File: src/rtl/core/tarm_pkg.sv
// shared types, constants and register indexes of the axis reduce-mean block
`timescale 1ns / 1ps
`default_nettype none

package tarm_pkg;

    // fixed field and datapath widths
    localparam int NDIM       = 4;
    localparam int DIM_W      = 8;
    localparam int DIM_IDX_W  = 2;
    localparam int SAMPLE_W   = 16;
    localparam int ACC_W      = 48;
    localparam int RED_W      = 32;
    localparam int OIDX_W     = 6;
    localparam int MASK_W     = 4;
    localparam int CFG_IDX_W  = 3;
    localparam int CFG_DATA_W = 8;

    // parameter defaults
    localparam int DEF_OUT_DEPTH = 64;
    localparam int DEF_MAX_RANK  = 4;

    // configuration register indexes
    localparam logic [CFG_IDX_W-1:0] CFG_DIM_SIZE_0 = 3'd0;
    localparam logic [CFG_IDX_W-1:0] CFG_DIM_SIZE_1 = 3'd1;
    localparam logic [CFG_IDX_W-1:0] CFG_DIM_SIZE_2 = 3'd2;
    localparam logic [CFG_IDX_W-1:0] CFG_DIM_SIZE_3 = 3'd3;
    localparam logic [CFG_IDX_W-1:0] CFG_AXES_MASK  = 3'd4;

    // controller states
    typedef enum logic [2:0] {
        S_IDLE,
        S_IDX,
        S_RD,
        S_WR,
        S_DRD,
        S_DLOAD,
        S_DWAIT
    } t_state;

    // controller to datapath commands
    typedef struct packed {
        logic                 accept;
        logic                 dim_step;
        logic [DIM_IDX_W-1:0] dim;
        logic                 acc_rd;
        logic                 acc_wr;
        logic                 drain_rd;
        logic                 div_load;
        logic                 emit;
        logic                 k_inc;
        logic                 clr_valid;
    } t_cmd;

    // datapath to controller status
    typedef struct packed {
        logic wrapped;
        logic div_busy;
        logic last_k;
    } t_status;

endpackage

`default_nettype wire

File: src/rtl/core/tarm_ctrl.sv
// controller state machine: sample accumulate sequence and result drain sequence
`timescale 1ns / 1ps
`default_nettype none

module tarm_ctrl (
    input  wire logic              i_clk,
    input  wire logic              i_rst_n,
    input  wire logic              i_start,
    input  wire tarm_pkg::t_status i_status,
    output tarm_pkg::t_cmd         o_cmd,
    output logic                   o_busy
);

    tarm_pkg::t_state                   r_state;
    tarm_pkg::t_state                   n_state;
    logic [tarm_pkg::DIM_IDX_W-1:0]     r_dim;
    logic [tarm_pkg::DIM_IDX_W-1:0]     n_dim;
    logic                               dim_done;

    assign dim_done = (r_dim == tarm_pkg::DIM_IDX_W'(tarm_pkg::NDIM - 1));

    // state and dimension step registers
    always_ff @(posedge i_clk) begin
        if (!i_rst_n) begin
            r_state <= tarm_pkg::S_IDLE;
            r_dim   <= '0;
        end else begin
            r_state <= n_state;
            r_dim   <= n_dim;
        end
    end

    // dimension step counter
    always_comb begin
        n_dim = (r_state == tarm_pkg::S_IDX) ? r_dim + tarm_pkg::DIM_IDX_W'(1) : '0;
    end

    // next state
    always_comb begin
        n_state = r_state;
        unique case (r_state)
            tarm_pkg::S_IDLE: begin
                if (i_start) n_state = tarm_pkg::S_IDX;
            end
            tarm_pkg::S_IDX: begin
                if (dim_done) n_state = tarm_pkg::S_RD;
            end
            tarm_pkg::S_RD: begin
                n_state = tarm_pkg::S_WR;
            end
            tarm_pkg::S_WR: begin
                n_state = i_status.wrapped ? tarm_pkg::S_DRD : tarm_pkg::S_IDLE;
            end
            tarm_pkg::S_DRD: begin
                n_state = tarm_pkg::S_DLOAD;
            end
            tarm_pkg::S_DLOAD: begin
                n_state = tarm_pkg::S_DWAIT;
            end
            tarm_pkg::S_DWAIT: begin
                if (!i_status.div_busy) begin
                    n_state = i_status.last_k ? tarm_pkg::S_IDLE : tarm_pkg::S_DRD;
                end
            end
            default: n_state = tarm_pkg::S_IDLE;
        endcase
    end

    // command outputs
    always_comb begin
        o_cmd     = '0;
        o_cmd.dim = r_dim;
        unique case (r_state)
            tarm_pkg::S_IDLE:  o_cmd.accept   = i_start;
            tarm_pkg::S_IDX:   o_cmd.dim_step = 1'b1;
            tarm_pkg::S_RD:    o_cmd.acc_rd   = 1'b1;
            tarm_pkg::S_WR:    o_cmd.acc_wr   = 1'b1;
            tarm_pkg::S_DRD:   o_cmd.drain_rd = 1'b1;
            tarm_pkg::S_DLOAD: o_cmd.div_load = 1'b1;
            tarm_pkg::S_DWAIT: begin
                if (!i_status.div_busy) begin
                    o_cmd.emit      = 1'b1;
                    o_cmd.clr_valid = i_status.last_k;
                    o_cmd.k_inc     = ~i_status.last_k;
                end
            end
            default: o_cmd = '0;
        endcase
    end

    assign o_busy = (r_state != tarm_pkg::S_IDLE);

endmodule

`default_nettype wire

File: config.mk
export PLATFORM = sky130hd
export DESIGN_NAME = tarm_ctrl
export DESIGN_NICKNAME = d
export VERILOG_FILES = /design/src/rtl/core/tarm_pkg.sv /design/src/rtl/core/tarm_ctrl.sv
export SDC_FILE = /design/constraint.sdc
export NUM_CORES = 1
export LEC_CHECK = 0
export BUFFER_PORTS_ARGS = -buffer_cell sky130_fd_sc_hd__buf_2
export CAP_MARGIN = 25
export CORE_AREA = 2 2 39 41
export DETAILED_ROUTE_END_ITERATION = 16
export DIE_AREA = 0 0 41 43
export GPL_ROUTABILITY_DRIVEN = 1
export PLACE_DENSITY = 0.51
export SETUP_SLACK_MARGIN = 0.5
export SLEW_MARGIN = 20
export SYNTH_ARGS = -nofsm -noshare
export SYNTH_HDL_FRONTEND = slang
export SYNTH_SLANG_ARGS = --single-unit
File: constraint.sdc
create_clock -name i_clk -period 1.3 [get_ports i_clk]
set_input_delay 0.195 -clock i_clk [delete_from_list [all_inputs] [get_ports i_clk]]
set_output_delay 0.195 -clock i_clk [all_outputs]
set_load 0.05 [all_outputs]
After elaboration in Yosys (flattened, before gate mapping):

Index checks and enable logic that the tools add are counted.

* bits of input ports: 6
* register bits after elaboration: 5
* output and inout port bits: 12
* logic and storage cells: 34

* eq/ne operators: 10
* add/subtract/negate cells: 1
* multiplexer cells: 15
* reductions and logical operators: 5
* bitwise logic cells: 1

Operator list (number)
* 2-to-1 mux 3 bit: 7
* case mux 3 bit (7 select lines): 1
* == test 3 bit (second input constant): 3
* OR reduction 7 bit: 1
* == test 3 x 2 -> 1 bit (second input constant): 2
* 2-to-1 mux 1 bit: 6
* != test 2 bit (second input constant): 3
* == test 3 x 1 -> 1 bit (second input constant): 1
* logical NOT 3 bit: 1
* AND reduction 3 bit: 1
* nonzero test 3 bit: 1
* adder 2 x 1 -> 2 bit (second input constant): 1
* == test 2 bit (second input constant): 1
* 2-to-1 mux 2 bit: 1
* AND reduction 2 bit: 1
* NOT 1 bit: 1

Logic depth before layout (Yosys ltp):

Gate-level depths: netlist of the first run.

* word-level depth: 3
* mapped depth: 4
* gate-level depth less buffers: 4

Worst setup path after synthesis of the first run:

Ideal clock, no wire load.

* path kind: flip-flop to output port
* from: register r_state[1]
* to: output o_cmd[6] (netlist bit)
* path buffers: 1
* arrival: 1718 ps
* path slack: -613 ps
* data required time: 1105 ps
* stages on the path, launching flop included: 3
* cells stage by stage: dfxtp_1 buf_4 nor3b_1

RTL lines
* from (decl): RTL line tarm_ctrl.sv:14 `tarm_pkg::t_state r_state;`
* from (signal assigned): RTL line tarm_ctrl.sv:25 `r_state <= tarm_pkg::S_IDLE;`
* from (signal assigned): RTL line tarm_ctrl.sv:28 `r_state <= n_state;`
* to (decl): RTL line tarm_ctrl.sv:10 `output tarm_pkg::t_cmd o_cmd,`

==> results of run 1 <==
## cells in the mapped netlist
| master | number |
|---|---|
| a21oi_1 | 2 |
| and2_1 | 3 |
| and3_1 | 1 |
| and3b_1 | 1 |
| and4bb_2 | 1 |
| buf_4 | 1 |
| buf_6 | 2 |
| dfxtp_1 | 5 |
| ha_1 | 1 |
| inv_1 | 1 |
| mux2_2 | 1 |
| nand2_1 | 5 |
| nand2b_1 | 2 |
| nand3_1 | 1 |
| nand3b_1 | 1 |
| nor2_1 | 3 |
| nor2_2 | 1 |
| nor2b_1 | 1 |
| nor3_1 | 1 |
| nor3b_1 | 2 |
| nor3b_2 | 1 |
| nor4b_1 | 1 |
| o211ai_1 | 1 |
| o31a_1 | 1 |
| o31ai_2 | 1 |
| or3_4 | 1 |
## timing repair
item	in CTS	in global routing
pin swaps	3	2
gates resized for setup	25	10
setup buffers	6	2
cloned	0	0
setup endpoints to repair	17	17
## state kept, by name, indices dropped and copies added, names as in the netlist
register and count:
r_state 3, r_dim 2
## per-stage QoR
stage | setup WS, ps | area [um2] | total power, mW
5_1_grt | -150.2 | 757.0 | 0.6160
4_1_cts | -126.3 | 698.2 | 0.5635
3_3_place_gp | 44.26 | 541.8 | 0.3410
6_report | -108.2 | 757.0 | 0.5787
2_1_floorplan | -130.4 | 432.9 | 0.3088
3_5_place_dp | 39.68 | 541.8 | 0.3414
## cells by family (layout without fill, tap and decap cells)
family	after synthesis	count (layout)	share of synthesized area, %
flip-flops	5	5	27.59
AO/OA/AOI/OAI	5	5	10.69
multiplexers	1	1	3.103
AND/OR/NAND/NOR	26	26	45.86
buffers and inverters	4	35	9.310
adder cells (fa/ha/maj)	1	1	3.448
## worst paths after layout
kind	to	slack [ps]	depth (start not counted)
setup / recovery	o_cmd[10]	-110	3
hold / removal	r_state[2]	210	3
setup reg to reg	r_state[1]	-60	5
hold reg to reg	r_dim[0]	460	1
## routing by layer
metal  vias to the layer above  track usage (%)
li1                        208                -
met1                       192            17.86
met2                         8            20.00
met3                         0            4.712
met4                         0            4.000
met5                         -                0
## power breakdown
group          total (mW)  switching (mW)  internal (mW)
sequential          0.175          0.0127          0.162
combinational       0.230           0.120          0.111
clock               0.173          0.0577          0.116
total               0.579           0.190          0.388
## layout make-up
type | count | area (um2) | share of cell area (%)
multi-input cells | 33 | 326.6 | 43.14
well taps | 16 | 20.02 | 2.645
flip-flops and latches | 5 | 110.1 | 14.55
inverters | 1 | 3.754 | 0.4959
repair buffers | 30 | 270.3 | 35.70
clock buffers | 4 | 26.28 | 3.471
## placed cells by master, fill, tap and decap left out, drive strengths merged, types with 2 or more instances in the layout
| master | count |
|---|---|
| a21oi | 2 |
| nor2 | 4 |
| dfxtp | 5 |
| and2 | 3 |
| clkbuf | 4 |
| buf | 30 |
| nor3b | 3 |
| nand2 | 5 |
| nand2b | 2 |
## critical path, cell delays in order, from the launching register on
cell     delay [ps]
dfxtp_4         350
or3_4           380
nor2_4          100
buf_8           150
==> results.toml, run 1 <==
[outcome]
status = "finished, violations left"
violations = "setup timing"

[detailed_routing]
drtAntennaViolNets = 0
num_vias = 408
first_pass_iters = 5
drc = 0
routed_wirelength_um = 1003
wl_met3_um = 39
dr.first_iter.drc_count = 4
met1_length_um = 434
routed.top_layer = "met3"
wl_met2_um = 530
avgViaCountPerCell = 4.584
wl_per_cell_um = 11.27

[synthesis]
synth_top_area_share_pct = 27.59
yosys_warnings = 0
syn_nets = 49
syn_area_um2 = 362.8
syn_avg_cell_area_um2 = 8.639
synth-seq-cells = 5
ys_seq_area_share_pct = 27.59
syn_inst = 42
yosysUniqueCellTypes = 26
synth_area_leaders = "dfxtp_1, buf_6, and2_1"
yosysTopAreaCell = "dfxtp_1"

[worst_setup_path]
path_max_fanout = 7
critPathKind = "reg -> out"
r2r-start = "r_state[0]"
arrival_ps = 1210
startpoint = "r_state[0]"
crit_path_start_kind = "flop"
worstSetupEndpointType = "output port"
worst_ep_required_time_ps = 1110

[placed_design]
gp_congestion = 0.6794
port_buffers = 17
dpl.hpwl_um = 642.7
dp.cells = 77

[pwr]
power_density_nw_per_um2 = 764.5
leakagePower_nw = 0.3238
ir_worst_vdd_uv = 470.1

[sta]
final.min_clock_period_ps = 1408
slew_viol_final = 0
setup_viol = 11
fmax_ghz = 0.7101
rsz0062_at_grt = "true"
worst_slew_pin_slew_ps = 243.4
finalHoldViolations = 0
setup_ws_ps = -108.2
fin_crit_sh_pct = 108.3
hold_slack_ps = 209.8
setup_tns_ps = -710.7
fin_skew_ps = 3.656
slew_headroom_pct = 83.77

[clocking]
clockRootBuffer = "clkbuf_4"
cts.sinks = 5
holdBufCountCts = 0
htreeDepth = 1
max-clock-path-buffers = 2
clock_latency_ps = 240
cts_made_buffers = 3
clk_pin_slew_ps = 40
tritoncts = "yes"

[flow_run]
drv_cap = 0

[layout]
stdcell_count = 89
drive_gt1_share_pct = 75.34
antennaDiodeCount = 0
final_util_pct = 54.70
nNetsFinal = 81
syn_to_final_growth_pct = 108.6
fill_cells = 132

[worst_hold_path]
hold_path_class = "in -> reg"
min_from = "i_status[2]"

[floorplan]
rows = 14
initial_core_util_pct = 26.22
die_x_um = 41
core_area_um2 = 1384
io_pins = 18
die_y_um = 43
dieArea_um2 = 1763

[global_route]
grt_pass1_vias = 372
grt_max_degree = 9
grtUsageTotal_pct = 13.49
antenna_found_initial = 0
overflow = 0
grt_pass1_wl_um = 1614
Power figures use the tool's default switching activity.
==> run 2, diff against run 1 <==
ABC_AREA = 1   (was unset)
PLACE_DENSITY = 0.52   (was 0.51)
clock period = 1.6 ns   (was 1.3 ns; I/O delays follow)
==> results.toml, run 2 <==
[outcome]
status = "complete, no violations"

[floorplan]
rows = 14
dieArea_um2 = 1763
initial_core_util_pct = 26.85
core_area_um2 = 1384
die_y_um = 43
die_x_um = 41
io_pins = 18

[layout]
final_cell_mix = "buf_6, nand2_1, inv_1, nor2_1, buf_4"
top_regs = "r_state: 3 flops, r_dim: 2 flops"
mostFrequentLayoutCell = "buf_6"
final_cell_area_um2 = 783.3
antennaDiodeCount = 0
largest_register_ffs = 3
nNetsFinal = 92
drive_gt1_share_pct = 64.29
top_register = "r_state"
syn_to_final_growth_pct = 110.8
final_util_pct = 56.60

[worst_setup_path]
path_max_fanout = 4
worstSetupEndpointType = "output port"
crit_path_start_kind = "flop"
arrival_ps = 1150
worst_ep_required_time_ps = 1360
critPathKind = "reg -> out"

[clocking]
cts.sinks = 5
max-clock-path-buffers = 2
tritoncts = "yes"
cts_made_buffers = 3
clk_pin_slew_ps = 40
clock_latency_ps = 240
clockRootBuffer = "clkbuf_4"
holdBufCountCts = 0
htreeDepth = 1

[synthesis]
synth-seq-cells = 5
yosys.area_share.simple_pct = 50.17
syn_inst = 57
syn_nets = 64
synth_area_leaders = "dfxtp_1, nand2_1, nor2_1"
yosysTopAreaCell = "dfxtp_1"
synth_top_family_by_area = "simple AND/OR/NAND/NOR gates"
yosys_warnings = 0
async_flop_share_pct = 0
synth_top_area_share_pct = 26.94
synthMuxAreaShare_pct = 0
syn_area_um2 = 371.6
ys_seq_area_share_pct = 26.94
synth_xor_area_share_pct = 0
dominantRegCellSynth = "dfxtp_1"
yosys.area_share.adder_pct = 3.367
syn_avg_cell_area_um2 = 6.519
synth_edf_count = 0
yosysMostFrequentCell = "nand2_1"
synth_compound_area_share_pct = 1.347
yosysUniqueCellTypes = 14
synthTopCellsByCount = "nand2_1, nor2_1, inv_1"

[pwr]
leakagePower_nw = 0.3659
finalPower_mw = 1.394
ir_worst_vdd_uv = 917.1
power_density_nw_per_um2 = 1780

[detailed_routing]
first_pass_iters = 4
routed_wirelength_um = 1034
avgViaCountPerCell = 4.710
drtAntennaViolNets = 0
drc = 0
wl_per_cell_um = 10.34
num_vias = 471
dr.first_iter.drc_count = 5

[sta]
fin_skew_ps = 0.6002
fmax_ghz = 0.7205
worst_slew_pin_slew_ps = 175.9
setup_ws_ps = 212.1
fin_crit_sh_pct = 86.75
final.min_clock_period_ps = 1388
setup_viol = 0
setup_tns_ps = 0
finalHoldViolations = 0
slew_headroom_pct = 88.27
slew_viol_final = 0
rsz0062_at_grt = "true"

[worst_hold_path]
hold_path_class = "in -> reg"

[placed_design]
pre_cts_ws_ps = 197.5
postPlaceCellArea_um2 = 555.5
dpl.hpwl_um = 689.1
gp_congestion = 0.7596
port_buffers = 17

[flow_run]
drv_cap = 0

[global_route]
grt_pass1_wl_um = 1642
grt_pass1_vias = 421
grtUsageTotal_pct = 14.08
overflow = 0
grt_max_degree = 9
antenna_found_initial = 0
[run 2: cell types whose count changed in the layout (fill, tap and decap cells not counted), sizes merged, moves of 3 or more]
| cell | before | now |
|---|---|---|
| nor2 | 4 | 11 |
| and2 | 3 | 0 |
| nor3b | 3 | 0 |
| inv | 1 | 10 |
| nand2 | 5 | 11 |
| nand3 | 1 | 9 |
| buf | 30 | 26 |
[run 2: stage by stage]
step / hold slack, ps / std cells
after detailed placement: 438.4 / 87
final: 271.1 / 100
after global routing: 260.8 / 100
after floorplan: 382.2 / 57
after global placement: 434.9 / 87
after CTS: 267.4 / 98
[run 2: kinds of logic (layout without fill, tap and decap cells)]
logic type | Yosys count | in the layout
AO/OA/AOI/OAI | 1 | 1
adder cells (fa/ha/maj) | 1 | 1
buffers and inverters | 14 | 41
flip-flops | 5 | 5
AND/OR/NAND/NOR | 36 | 36
[run 2: worst paths after layout]
path	startpoint	endpoint	slack (ps)	cells after the start
max	r_state[1]	o_cmd[0]	210	4
min reg2reg	r_dim[0]	r_dim[0]	440	1
max reg2reg	r_state[1]	r_state[2]	490	8
min	i_rst_n	r_state[0]	270	3
[run 2: layout make-up]
class | instances | area, um2
Sequential cell | 5 | 111.4
Timing Repair Buffer | 26 | 262.8
Clock buffer | 4 | 26.28
Tap cell | 16 | 20.02
Inverter | 11 | 60.06
Multi-Input combinational cell | 38 | 302.8
Fill cell | 129 | 600.6
[run 2: critical path: stages, from the launching register on]
cell	delay (ps)
dfxtp_4	380
buf_12	110
nand3_4	100
nor3_4	130
buf_6	180
[run 2: what timing repair did]
item / in CTS / in global routing
setup buffers: 7 / 2
pin swaps: 8 / 7
gates resized for setup: 29 / 9
endpoints found under the setup margin: 14 / 15
[run 2: layer usage]
metal / share of wire (%) / global-route usage, % / vias up
met2: 56 / 22.81 / 17
met3: 6.6 / 7.853 / 0
li1: - / - / 236
met5: 0 / 0 / -
met1: 38 / 14.89 / 218
met4: 0 / 4.000 / 0
[run 2: power by group]
part | switching (mW) | internal (mW) | leakage (nW)
registers | 0.0890 | 0.176 | 0.0430
clock network | 0.0491 | 0.0941 | 0.0150
logic | 0.576 | 0.410 | 0.308
==> run 3, diff against run 2 <==
ABC_AREA = unset   (was 1)
PLACE_DENSITY = 0.51   (was 0.52)
==> results.toml, run 3 (synthesis results as in run 1) <==
[outcome]
status = "complete, no violations"

[layout]
fill_cells = 121
antennaDiodeCount = 0
nNetsFinal = 84
seq_area_um2 = 111.4
mostFrequentLayoutCell = "buf_6"
multi_input_area_um2 = 300.3
syn_to_final_growth_pct = 112.8
top_register = "r_state"
largest_register_ffs = 3
stdcell_count = 92
final_cell_mix = "buf_6, buf_4, buf_2, nand2_1"
drive_gt1_share_pct = 71.05
top_regs = "r_state: 3 flops, r_dim: 2 flops"

[worst_setup_path]
path_max_fanout = 6
crit_path_start_kind = "flop"
critPathKind = "reg -> out"
arrival_ps = 1240
r2r_cells = 4
worstSetupEndpointType = "output port"
worst_ep_required_time_ps = 1360

[clocking]
tritoncts = "yes"
holdBufCountCts = 0
htreeDepth = 1
max-clock-path-buffers = 2
clockRootBuffer = "clkbuf_4"
clock_latency_ps = 230
clk_pin_slew_ps = 50
cts.sinks = 5
cts_made_buffers = 3

[sta]
finalHoldViolations = 0
fin_skew_ps = 3.125
fmax_ghz = 0.6753
setup_tns_ps = 0
setup_viol = 0
worst_slew_pin_slew_ps = 274.9
final.min_clock_period_ps = 1481
fin_crit_sh_pct = 92.55
slew_viol_final = 0
slew_headroom_pct = 81.42
hold_slack_ps = 233.0
rsz0062_at_grt = "true"

[detailed_routing]
dr.first_iter.drc_count = 4
routed_wirelength_um = 946
avgViaCountPerCell = 4.380
drtAntennaViolNets = 0
wl_per_cell_um = 10.28
drc = 0
num_vias = 403
first_pass_iters = 4

[global_route]
overflow = 0
grtUsageTotal_pct = 11.86
antenna_found_initial = 0
grt_max_degree = 11
grt_pass1_wl_um = 1483
grt_pass1_vias = 390

[pwr]
combPwrFrac_pct = 39.3
seq_power_share_pct = 30.3
power.internal_uw = 313.7
ir_worst_vdd_uv = 474.5
switching_share_pct = 32.58
clkPwrFrac_pct = 30.4
p_sw_uw = 151.6
power_density_nw_per_um2 = 602.8
leakagePower_nw = 0.3434

[floorplan]
rows = 14
io_pins = 18
initial_core_util_pct = 26.22
core_area_um2 = 1384
die_y_um = 43
die_x_um = 41
dieArea_um2 = 1763

[placed_design]
dp.cells = 72
gp_congestion = 0.6754
port_buffers = 17

[flow_run]
drv_cap = 0

[worst_hold_path]
hold_depth = 3
hold_path_class = "in -> reg"
## run 3: cell count changes in the layout (fill, tap and decap cells not counted), moves of 3 or more
cell	delta
inv_1	-5
nand3_2	-5
buf_4	+4
nor2_1	-4
and2_4	+3
nand2_1	-3
nor2_4	-3
nor3_4	-3
nor3b_4	+3
## run 3: path summary, 6_finish.rpt
check	start	to	slack (ps)
setup / recovery	r_state[0]	o_cmd[10]	120
hold / removal	i_status[2]	r_state[2]	230
setup reg to reg	r_state[0]	r_state[2]	330
hold reg to reg	r_dim[0]	r_dim[0]	450
## run 3: area by class of cell
cell class,instances,area share [%]
tap,16,2.593
sequential,5,14.42
clock buffer,4,3.404
inverter,1,0.4862
multi-input combinational,33,38.90
timing repair buffer,33,40.19
## run 3: per-stage QoR
step / utilization (%) / power, mW / setup WS (ps) / instance area (um2)
5_1_grt: 55.79 / 0.4914 / 69.21 / 772.0
2_1_floorplan: - / 0.2479 / 127.1 / 422.9
4_1_cts: 55.52 / 0.4642 / 119.0 / 768.2
3_3_place_gp: 35.99 / 0.2675 / 200.4 / 498.0
6_report: 55.79 / 0.4653 / 119.2 / 772.0
3_5_place_dp: 35.99 / 0.2674 / 196.1 / 498.0
## run 3: worst max-delay path: stages (launching register included)
cell	delay, ps
dfxtp_4	360
or3_4	400
nor2_4	100
buf_8	150
## run 3: metal layers
layer | wire (um) | up-vias | global-route usage, % | part of all wire (%)
li1 | - | 214 | - | -
met1 | 416 | 181 | 14.84 | 44
met2 | 504 | 8 | 19.69 | 53
met3 | 25 | 0 | 3.141 | 2.6
met4 | 0 | 0 | 2.000 | 0
met5 | 0 | - | 0 | 0
## run 3: power groups by stage
| stage | Sequential [mW] | Clock, mW | Combinational (mW) |
|---|---|---|---|
| after floorplan | 0.143 | 0 | 0.105 |
| after global routing | 0.142 | 0.155 | 0.194 |
| after global placement | 0.155 | 0 | 0.113 |
| after CTS | 0.141 | 0.144 | 0.180 |
| after detailed placement | 0.155 | 0 | 0.113 |
| final | 0.141 | 0.141 | 0.183 |
## run 3: repair_timing
| item | 4_1_cts | 5_1_grt |
|---|---|---|
| buffers inserted | 16 | 0 |
| pin swaps | 2 | 1 |
| resized for setup | 35 | 1 |
| endpoints found under the setup margin | 14 | 17 |
